===== config.mk =====
export PLATFORM = sky130hd
export DESIGN_NAME = msb_first_bit_packer
export DESIGN_NICKNAME = d
export VERILOG_FILES = /design/src/design/mbp_pkg.sv /design/src/design/mbp_step_unit.sv /design/src/design/msb_first_bit_packer.sv
export SDC_FILE = /design/constraint.sdc
export NUM_CORES = 1
export LEC_CHECK = 0
export BUFFER_PORTS_ARGS = -buffer_cell sky130_fd_sc_hd__buf_4
export CELL_PAD_IN_SITES_DETAIL_PLACEMENT = 2
export CELL_PAD_IN_SITES_GLOBAL_PLACEMENT = 2
export CORE_AREA = 3 3 235 237
export DETAILED_ROUTE_END_ITERATION = 10
export DIE_AREA = 0 0 238 240
export PLACE_DENSITY_LB_ADDON = 0.2
export SYNTH_ARGS = -nofsm -noshare
export SYNTH_HDL_FRONTEND = slang
export SYNTH_SLANG_ARGS = --single-unit

===== constraint.sdc =====
create_clock -name i_clk -period 5.7 [get_ports i_clk]
set_clock_uncertainty 0.2 [all_clocks]
set_input_delay 0.855 -clock i_clk [delete_from_list [all_inputs] [get_ports i_clk]]
set_output_delay 0.855 -clock i_clk [all_outputs]
set_load 0.05 [all_outputs]

===== src/design/mbp_pkg.sv =====
// shared types and constants of the msb-first bit packer
package mbp_pkg;

    localparam int ITEM_W    = 64;
    localparam int CNT_W     = 7;
    localparam int FREE_W    = 4;
    localparam int PTR_W     = 17;
    localparam int START_W   = 19;
    localparam int CAP_W     = 17;
    localparam int CFG_W     = 19;
    localparam int CFG_IDX_W = 2;

    localparam logic [15:0]      PREFIX_KEEP_MASK = 16'hff00;
    localparam logic [CAP_W-1:0] CAP_RESET        = 17'h10000;

    // configuration register indexes
    localparam logic [CFG_IDX_W-1:0] CFG_START  = 2'd0;
    localparam logic [CFG_IDX_W-1:0] CFG_CAP    = 2'd1;
    localparam logic [CFG_IDX_W-1:0] CFG_PREFIX = 2'd2;

    typedef enum logic {
        ST_IDLE,
        ST_RUN
    } t_state;

    // outcome of one packing step
    typedef struct packed {
        logic [7:0]        part;
        logic [FREE_W-1:0] free;
        logic [CNT_W-1:0]  n_left;
        logic [FREE_W-1:0] take;
        logic              byte_done;
    } t_step_res;

endpackage


===== src/design/mbp_step_unit.sv =====
// step unit of the sequencer: merges the next up-to-eight field bits into the partial byte
module mbp_step_unit (
    input  logic [7:0]                 i_top,
    input  logic [mbp_pkg::CNT_W-1:0]  i_left,
    input  logic [mbp_pkg::FREE_W-1:0] i_free,
    input  logic [7:0]                 i_part,
    output mbp_pkg::t_step_res         o_res
);
    import mbp_pkg::*;

    logic [FREE_W-1:0] take;
    logic [7:0]        chunk;
    logic [FREE_W-1:0] free_new;

    always_comb begin
        if (i_left < CNT_W'(i_free)) begin
            take = i_left[FREE_W-1:0];
        end else begin
            take = i_free;
        end
        // top bits of the left-aligned field, right-justified
        chunk    = i_top >> (FREE_W'(8) - take);
        free_new = i_free - take;

        o_res.take      = take;
        o_res.free      = free_new;
        o_res.part      = i_part | (chunk << (i_free - take));
        o_res.n_left    = i_left - CNT_W'(take);
        o_res.byte_done = (free_new == '0);
    end

endmodule


===== src/design/msb_first_bit_packer.sv =====
// top level of the msb-first bit packer: sequencer, state and output register
//
// packs fields of 0 to 64 bits, high-order bit first, into a byte buffer
// and emits one byte write per result transaction.
// input channel s_axis: tdata carries the field value and its bit count.
// output channel m_axis: tdata carries address, byte value and unstored
// bit count; tlast marks the final result of an item; tuser carries the
// write-valid and overflow flags.
// configuration: i_cfg_we writes register i_cfg_index (0 start bit
// position, 1 capacity in bytes, 2 first byte prefix) at a rising edge.
// writing start or prefix reloads the packing state.
// timing: an item produces 1 to 9 results, one per cycle from the step
// unit, which handles one byte per cycle. the first result is stepped
// from the item registers that the input transaction loads; the next
// item is taken the cycle after the last result is loaded.
// a stall on m_axis holds the output register and freezes the step loop;
// the last result may wait while the next input transaction is taken.
// reset: start 0, capacity 65536, prefix 0, first byte at address 0.
module msb_first_bit_packer #(
    parameter int MAX_FIELD_BITS = 64,
    parameter int ADDR_BITS      = 16
) (
    input  logic                            i_clk,
    input  logic                            i_rst_n,
    // configuration write port
    input  logic                            i_cfg_we,
    input  logic [mbp_pkg::CFG_IDX_W-1:0]   i_cfg_index,
    input  logic [mbp_pkg::CFG_W-1:0]       i_cfg_data,
    // input stream
    input  logic                            s_axis_tvalid,
    output logic                            s_axis_tready,
    input  logic [71:0]                     s_axis_tdata,  // item_value[63:0], bit_count[70:64]
    // output stream
    output logic                            m_axis_tvalid,
    input  logic                            m_axis_tready,
    output logic [((ADDR_BITS+15+7)/8)*8-1:0] m_axis_tdata, // byte_address, byte_value, unstored_bits
    output logic                            m_axis_tlast,  // last_of_item
    output logic [1:0]                      m_axis_tuser   // write_valid, overflow_error
);
    import mbp_pkg::*;

    localparam int OUT_DATA_W = ((ADDR_BITS + 15 + 7) / 8) * 8;

    // configuration registers
    logic [START_W-1:0] r_start;
    logic [CAP_W-1:0]   r_cap;
    logic [7:0]         r_prefix;

    // packing state
    logic [7:0]         r_part;
    logic [FREE_W-1:0]  r_free;
    logic [PTR_W-1:0]   r_ptr;

    // current item
    logic [ITEM_W-1:0]  r_sh;
    logic [CNT_W-1:0]   r_left;
    logic               r_err;

    // output register
    logic                 r_out_valid;
    logic                 r_out_wv;
    logic [ADDR_BITS-1:0] r_out_addr;
    logic [7:0]           r_out_val;
    logic                 r_out_last;
    logic [CNT_W-1:0]     r_out_unstored;
    logic                 r_out_err;

    t_state    r_state;
    t_state    n_state;
    t_step_res step_res;
    logic      step_en;
    logic      in_acc;
    logic      out_free;
    logic      full_after;
    logic      step_last;

    logic [CNT_W-1:0]            in_cnt;
    logic [CNT_W-1:0]            in_sat;
    logic [START_W-1:0]          init_start;
    logic [7:0]                  init_prefix;
    logic [2:0]                  init_rem;
    logic [PTR_W-1:0]            ptr_inc;
    logic [PTR_W+ADDR_BITS-1:0]  ptr_wide;

    // buffer is full when the pointer reaches capacity or the address space
    function automatic logic is_full(input logic [PTR_W-1:0] p, input logic [CAP_W-1:0] cap);
        logic [PTR_W+ADDR_BITS-1:0] w;
        w = {ADDR_BITS'(0), p};
        return (CAP_W'(p) >= cap) || (w[PTR_W+ADDR_BITS-1:ADDR_BITS] != '0);
    endfunction

    mbp_step_unit u_step (
        .i_top  (r_sh[ITEM_W-1 -: 8]),
        .i_left (r_left),
        .i_free (r_free),
        .i_part (r_part),
        .o_res  (step_res)
    );

    // next state
    always_comb begin
        n_state = r_state;
        unique case (r_state)
            ST_IDLE: begin
                if (in_acc) begin
                    n_state = ST_RUN;
                end
            end
            ST_RUN: begin
                if (step_en && step_last) begin
                    n_state = ST_IDLE;
                end
            end
            default: n_state = ST_IDLE;
        endcase
    end

    // sequencer outputs
    always_comb begin
        out_free      = !r_out_valid || m_axis_tready;
        s_axis_tready = (r_state == ST_IDLE);
        step_en       = (r_state == ST_RUN) && out_free;
    end

    assign in_acc = s_axis_tvalid && s_axis_tready;

    // saturate the count to the widest supported field
    assign in_cnt = s_axis_tdata[70:64];
    assign in_sat = (in_cnt > CNT_W'(MAX_FIELD_BITS)) ? CNT_W'(MAX_FIELD_BITS) : in_cnt;

    assign ptr_inc    = r_ptr + PTR_W'(1);
    assign full_after = is_full(ptr_inc, r_cap);
    assign step_last  = r_err || !step_res.byte_done || full_after;
    assign ptr_wide   = {ADDR_BITS'(0), r_ptr};

    // start and prefix after a pending configuration write
    assign init_start  = (i_cfg_index == CFG_START) ? i_cfg_data[START_W-1:0] : r_start;
    assign init_prefix = (i_cfg_index == CFG_PREFIX) ? i_cfg_data[7:0] : r_prefix;
    assign init_rem    = init_start[2:0];

    always_ff @(posedge i_clk) begin
        if (!i_rst_n) begin
            r_state     <= ST_IDLE;
            r_start     <= '0;
            r_cap       <= CAP_RESET;
            r_prefix    <= '0;
            r_part      <= '0;
            r_free      <= FREE_W'(8);
            r_ptr       <= '0;
            r_err       <= 1'b0;
            r_left      <= '0;
            r_out_valid <= 1'b0;
        end else begin
            r_state <= n_state;

            if (i_cfg_we) begin
                unique case (i_cfg_index)
                    CFG_CAP: r_cap <= i_cfg_data[CAP_W-1:0];
                    CFG_START, CFG_PREFIX: begin
                        r_start  <= init_start;
                        r_prefix <= init_prefix;
                        r_part   <= init_prefix & PREFIX_KEEP_MASK[init_rem + 4'd7 -: 8];
                        r_free   <= FREE_W'(8) - FREE_W'(init_rem);
                        r_ptr    <= PTR_W'(init_start[START_W-1:3]);
                    end
                    default: ;
                endcase
            end else if (step_en && !r_err) begin
                if (step_res.byte_done) begin
                    r_ptr  <= ptr_inc;
                    r_part <= '0;
                    r_free <= FREE_W'(8);
                end else begin
                    r_part <= step_res.part;
                    r_free <= step_res.free;
                end
            end

            if (in_acc) begin
                r_left <= in_sat;
                r_err  <= is_full(r_ptr, r_cap);
            end else if (step_en) begin
                r_left <= step_res.n_left;
            end

            if (step_en) begin
                r_out_valid <= 1'b1;
            end else if (m_axis_tready) begin
                r_out_valid <= 1'b0;
            end
        end
    end

    // payload registers
    always_ff @(posedge i_clk) begin
        if (in_acc) begin
            // left-align the field so bits above the count fall off
            r_sh <= s_axis_tdata[ITEM_W-1:0] << (CNT_W'(ITEM_W) - in_sat);
        end else if (step_en) begin
            r_sh <= r_sh << step_res.take;
        end

        if (step_en) begin
            if (r_err) begin
                // buffer already full: flag only, nothing written
                r_out_wv       <= 1'b0;
                r_out_addr     <= '0;
                r_out_val      <= '0;
                r_out_last     <= 1'b1;
                r_out_unstored <= r_left;
                r_out_err      <= 1'b1;
            end else begin
                r_out_wv       <= 1'b1;
                r_out_addr     <= ptr_wide[ADDR_BITS-1:0];
                r_out_val      <= step_res.part;
                r_out_last     <= step_last;
                r_out_unstored <= step_last ? step_res.n_left : '0;
                r_out_err      <= 1'b0;
            end
        end
    end

    assign m_axis_tvalid = r_out_valid;
    assign m_axis_tdata  = OUT_DATA_W'({r_out_unstored, r_out_val, r_out_addr});
    assign m_axis_tlast  = r_out_last;
    assign m_axis_tuser  = {r_out_err, r_out_wv};

    // an overflow result never carries a write and always ends the item
    a_err_result: assert property (@(posedge i_clk) disable iff (!i_rst_n)
        r_out_valid && r_out_err |-> r_out_last && !r_out_wv)
        else $error("overflow result without last or with a write");

    // while a non-final result waits, the item is still being packed
    a_busy_mid_item: assert property (@(posedge i_clk) disable iff (!i_rst_n)
        r_out_valid && !r_out_last |-> !s_axis_tready)
        else $error("input taken in the middle of an item");

    // free bit count stays within one byte
    a_free_range: assert property (@(posedge i_clk) disable iff (!i_rst_n)
        (r_free != '0) && (r_free <= FREE_W'(8)))
        else $error("free bit count out of range");

    // unstored bits are only reported on the final result
    a_unstored_last: assert property (@(posedge i_clk) disable iff (!i_rst_n)
        r_out_valid && (r_out_unstored != '0) |-> r_out_last)
        else $error("unstored bits on a non-final result");

    // every step loads its result into the output register
    a_step_loads: assert property (@(posedge i_clk) disable iff (!i_rst_n)
        step_en |=> r_out_valid)
        else $error("step did not load the output register");

endmodule


Yosys cells after proc, flatten, opt, wreduce, memory -nomap -nowiden
Index checks and enable logic that the tools add are counted.
{ "totals": {"regBits": 181, "output_inout_bits": 37, "inputBits": 98, "wordCells": 91} }
{ "op_classes": {"addsub": 7, "eq_ne": 3, "n_shift": 5, "bitwise": 3, "n_reduce_logical": 23, "magnitude_cmp": 4, "mux": 29} }
{ "op_table": {"columns": ["operator", "n"], "rows": [
  ["$mux W64", 2],
  ["$mux W17", 4],
  ["$shl A64 B4 Y64", 1],
  ["$shl A64 B7 Y64", 1],
  ["$mux W8", 5],
  ["$mux W7", 5],
  ["$ge A17 B17 Y1", 2],
  ["$shiftx A23 B5 Y8 const A", 1],
  ["$mux W4", 5],
  ["$mux W19", 1],
  ["$add A17 B1 Y17 const B", 1],
  ["$and A8 B8 Y8", 1],
  ["$or A8 B8 Y8", 1],
  ["$reduce_bool A2 Y1", 4],
  ["$shl A8 B4 Y8", 1],
  ["$shr A8 B4 Y8", 1],
  ["$gt A7 B7 Y1 const B", 1],
  ["$lt A7 B4 Y1", 1],
  ["$sub A7 B4 Y7", 1],
  ["$sub A7 B7 Y7 const A", 1],
  ["$mux W1", 6],
  ["$reduce_and A2 Y1", 3],
  ["$logic_or A1 B1 Y1", 5],
  ["$add A3 B3 Y4 const B", 1],
  ["other kinds (14)", 19]
]} }

Depth between registers and ports, before layout
{ "logic_depth": {"word_depth": 10, "ltp_mapped": 23, "ltp_nobuf": 18} }

Hierarchy
Synthesis repeated with hierarchy kept, for this count alone.
{ "hier_totals": {"cells_unflattened": 1834, "hier_area_um2": 16803.6} }
{ "modules_own_cells": {"columns": ["mod", "instances", "area_per_inst_um2", "seq_area_each_um2", "cells_each"], "rows": [
  ["msb_first_bit_packer", 1, 15178.3, 4584.4, 1599],
  ["mbp_step_unit", 1, 1625.3, 0.0, 235]
]} }

Worst setup path after synthesis
OpenSTA, ideal clock, no wires.
{ "synth_timing": {"kind": "flip-flop to flip-flop", "start": "reg r_free[2]", "end": "reg r_out_unstored[6] (data pin)", "required_ps": 5243, "path_slack_ps": 1188, "synth_period_minus_slack_ps": 4512, "t_arrival_ps": 4055, "path_buffers": 4, "path_stages_with_launch": 23, "setup_time_ps": 257, "path_cell_list": "dfxtp_1 clkbuf_1 inv_1 ha_1 nand2_1 o21a_1 o211a_1 inv_2 buf_2 buf_2 ha_1 inv_1 ha_1 nor2_1 a21oi_1 a2bb2oi_1 nor3_2 nand2_1 nor4_1 and2_1 buf_2 inv_1 a32o_1"} }
{ "synth_via": {"elab_chain_len": 9, "elab_cells_between_ends": 10, "classes_between": "add/sub (2); order compare (1); mux (3); reduce/logical (4)"} }
{ "synth_lines": {"columns": ["item", "line_no", "source"], "rows": [
  ["from (decl)", "msb_first_bit_packer.sv:51", "logic [FREE_W-1:0] r_free;"],
  ["from (signal assigned)", "msb_first_bit_packer.sv:163", "r_free <= FREE_W'(8) - FREE_W'(init_rem);"],
  ["from (signal assigned)", "msb_first_bit_packer.sv:175", "r_free <= step_res.free;"],
  ["$lt A7 B4 Y1", "mbp_step_unit.sv:16", "if (i_left < CNT_W'(i_free)) begin"],
  ["$mux W4", "mbp_step_unit.sv:16", null],
  ["$sub A4 B4 Y4", "mbp_step_unit.sv:23", "free_new = i_free - take;"],
  ["$logic_not A4 Y1", "mbp_step_unit.sv:29", "o_res.byte_done = (free_new == '0);"],
  ["$logic_not A1 Y1", "msb_first_bit_packer.sv:133", "assign step_last = r_err || !step_res.byte_done || full_after;"],
  ["$logic_or A1 B1 Y1 (2 in series)", "msb_first_bit_packer.sv:133", null],
  ["$mux W7 *", "msb_first_bit_packer.sv:217", "r_out_unstored <= step_last ? step_res.n_left : '0;"],
  ["$mux W7 *", "msb_first_bit_packer.sv:204", "if (r_err) begin"],
  ["to (signal assigned)", "msb_first_bit_packer.sv:210", "r_out_unstored <= r_left;"],
  ["to (signal assigned)", "msb_first_bit_packer.sv:217", null],
  ["to (decl)", "msb_first_bit_packer.sv:65", "logic [CNT_W-1:0] r_out_unstored;"]
]} }
Mark *: on every way between the ends. The rest lies on a longest branch, timed or not.
A chain may end at the register's enable or synchronous reset.

Final worst setup path
Ends and elaborated chain as after synthesis.

==> results.toml <==
[timing]
maxSlewHeadroom_pct = 19.07
finalMaxSlewViolations = 0
fin_crit_sh_pct = 90.41
rsz0062_at_grt = "false"
final.min_clock_period_ns = 5.153
setup_violations = 0
worstMarginPinSlew_ns = 1.214
fmax_mhz = 194.1
setup_tns_ns = 0
hold_viol = 0

[synth]
ys_seq_area_share_pct = 28.71
syn_area_mm2 = 0.01597
synth_nets = 2083
synth_seq_cells = 180
synth_flop_cell = "edfxtp_1"
avgSynthCellArea_um2 = 8.245
ys_types = 81
synth_enable_flop_cells = 98
async_reset_ff_share_pct = 0
syn_inst = 1937
yosysWarnings = 0

[clocking]
clk_pin_slew_worst_paths_ns = 0.07
htreeDepth = 4
clk_path_buf_depth = 2
ctsResizeCount = 0
cts_setup_buffers = 0
cts_root_buf = "clkbuf_16"
cts_inserted_buffers = 17
cts.sinks = 180
cts.hold.buffers_added = 0
cts_tree = "built"
clk_latency_ns = 0.50

[power]
power_switching_uw = 5797
p_comb_share_pct = 66.3
internal-power_uw = 5220
power_density_mw_per_mm2 = 605.5
p_seq_share_pct = 21.5
swShare_pct = 52.62
p_clk_share_pct = 12.2
vdd_ir_drop_max_v = 0.0005665
cellLeakagePower_uw = 0.007414
total_power_uw = 11020

[floorplanning]
die_h_um = 240
rows = 85
die_area_mm2 = 0.05712
die_x_um = 238
core_mm2 = 0.05350
ioPinCount = 135
start_util_pct = 29.85

[setup_path]
startpoint = "r_free[2]$_SDFFE_PN0P_"
reg2reg_depth = 16
critPathCaptureType = "flop"
crit_required_ns = 5.76
endpoint = "r_out_unstored[6]$_DFFE_PP_"
timing.rr.start = "r_free[2]$_SDFFE_PN0P_"
cp-start-kind = "flop"
cp_max_fo = 12
critPathArrivalTime_ns = 5.21
r2r_end = "r_out_unstored[6]$_DFFE_PP_"
worstSetupPathType = "flop to flop"
reg2reg_setup_slack_ns = 0.55

[finish]
mostFrequentLayoutCells = "341 x mux2i_1, 335 x nand2_1, 165 x nor2_1, 165 x buf_4, 98 x edfxtp_1"
n_fill_cell = 6028
final_common_cell = "mux2i_1"
syn2layout_area_growth_pct = 13.92
layout.nets = 2116
diodes = 0
drive_above_1_share_pct = 12.86

[global_routing]
antenna_found_initial = 2
grt_pass1_vias = 15730
grt_usage_pct = 21.92
grt_max_degree = 85
grt_pass1_wl_um = 97140
grt.overflow.total = 0

[hold_path]
hold-path-cell-count = 2
hold_path.class = "flop to flop"
min_from = "r_prefix[5]$_SDFFE_PN0P_"

[routing]
drt_iter0_drc = 849
ant_nets = 0
viasPerCell = 5.541
route.detailed.drc = 0
drtPass1Iterations = 5
vias = 14850
wl_um = 62970
routedWlPerCell_um = 23.51

[flow_run]
cap_violations = 0

[place]
port_buffers = 132
place_hpwl_um = 47170
gp_congestion = 0.8800

[run_status]
status = "finished, final reports clean"
[area by class of cell]
cell class / instances / area [um^2] / share of cell area (%)
multi-input cells: 1557 / 10650 / 58.54
flip-flops and latches: 180 / 4584 / 25.20
repair buffers: 167 / 1279 / 7.028
well taps: 696 / 870.8 / 4.786
clock buffers: 18 / 439.2 / 2.414
clock inverters: 14 / 191.4 / 1.052
inverters: 47 / 178.9 / 0.9834
[worst min-delay path by stage]
stage,end
finish,r_prefix[5]$_SDFFE_PN0P_
global route,r_part[0]$_SDFFE_PN0P_
CTS,r_prefix[1]$_SDFFE_PN0P_
detailed placement,r_prefix[1]$_SDFFE_PN0P_
global placement,r_prefix[1]$_SDFFE_PN0P_
floorplan,r_out_err$_DFFE_PP_
[power groups by stage]
stage / combinational [uW] / sequential (uW) / clock, uW
after floorplan: 4880 / 2500 / 0
after global placement: 7100 / 2380 / 0
after detailed placement: 7260 / 2400 / 0
after CTS: 7320 / 2370 / 1380
after global routing: 8060 / 2420 / 1420
final: 7300 / 2370 / 1340
[logic make-up (layout without fill, tap and decap cells)]
kind of cell	after synthesis	in the layout	synth area share (%)
fa+ha+maj	48	48	3.761
flops	180	180	28.71
simple gates	670	670	18.13
xor+xnor	24	24	1.316
other cells	1	1	0.02348
mux	354	354	22.50
compound gates	460	460	20.44
buf+inv	200	246	5.124
[cells in the mapped netlist, types with 5 or more instances]
cell type,count,area share (%)
ha_1,48,3.8
xor2_1,11,0.60
and3_1,23,0.90
a21oi_1,85,2.7
mux2_2,10,0.71
o221ai_1,6,0.33
xnor2_1,13,0.71
a211oi_1,42,2.0
dfxtp_1,82,10
edfxtp_1,98,18
nand2b_1,12,0.47
o311a_1,5,0.31
buf_1,18,0.42
a21boi_0,36,1.7
o21ai_0,66,2.1
nor2b_1,38,1.5
a31oi_1,17,0.67
nor2_1,168,3.9
o22ai_1,16,0.63
o211ai_1,19,0.89
or2_2,10,0.39
clkbuf_1,102,2.4
o31ai_1,6,0.28
a211o_1,8,0.44
and2_1,14,0.55
o32ai_1,37,2.0
a22oi_1,17,0.80
nand3_1,34,1.1
nand2_1,336,7.9
o211a_1,20,1.3
inv_1,43,1.0
nand4_1,6,0.24
buf_2,27,0.85
o21ai_1,6,0.19
nor3_1,17,0.53
o21a_1,10,0.47
a21o_1,14,0.66
mux2i_1,341,21
[worst max-delay path, cell delays in order (launching register included)]
cell and delay, ns:
dfxtp_1 0.52, inv_1 0.08, ha_1 0.32, a21oi_1 0.36, o21a_1 0.39, o211a_1 0.62
clkinv_2 0.13, ha_1 0.26, inv_1 0.07, ha_1 0.34, nor3_2 0.21, buf_4 0.17
nand2_1 0.13, nor4_1 0.20, and2_1 0.47, inv_1 0.14, a32o_1 0.28
[per-stage QoR]
stage          utilization [%]  setup WS (ns)  instances  hold WS, ns  cell area (um^2)
2_1_floorplan                -          1.188       1937       0.2064             15970
3_3_place_gp             32.83         0.6964       2647       0.2526             17560
3_5_place_dp             32.83         0.5641       2647       0.2648             17560
4_1_cts                  34.01         0.5731       2679       0.2751             18190
5_1_grt                  34.01        0.08222       2679       0.3028             18190
6_report                 34.01         0.5467       2679       0.2714             18190
[flip-flops by register name (all words and copies together) (netlist names)]
| name | flops |
|---|---|
| r_out_addr | 16 |
| r_out_wv | 1 |
| r_sh | 64 |
| r_state | 1 |
| r_free | 4 |
| r_prefix | 7 |
| r_cap | 17 |
| r_start | 19 |
| r_left | 7 |
| r_ptr | 17 |
| m_axis_tvalid | 1 |
| r_out_val | 8 |
| r_part | 8 |
| m_axis_tlast | 1 |
| r_out_unstored | 7 |
| r_out_err | 1 |
| r_err | 1 |
[per-layer routing]
layer / track usage, % / up-vias / share of wire [%]
met5: 0 / - / 0.022
met4: 5.094 / 2 / 1.4
met3: 3.131 / 47 / 2.9
met2: 35.17 / 213 / 46
met1: 31.20 / 7451 / 50
li1: - / 7132 / -
(Power assumes the default switching activity.)
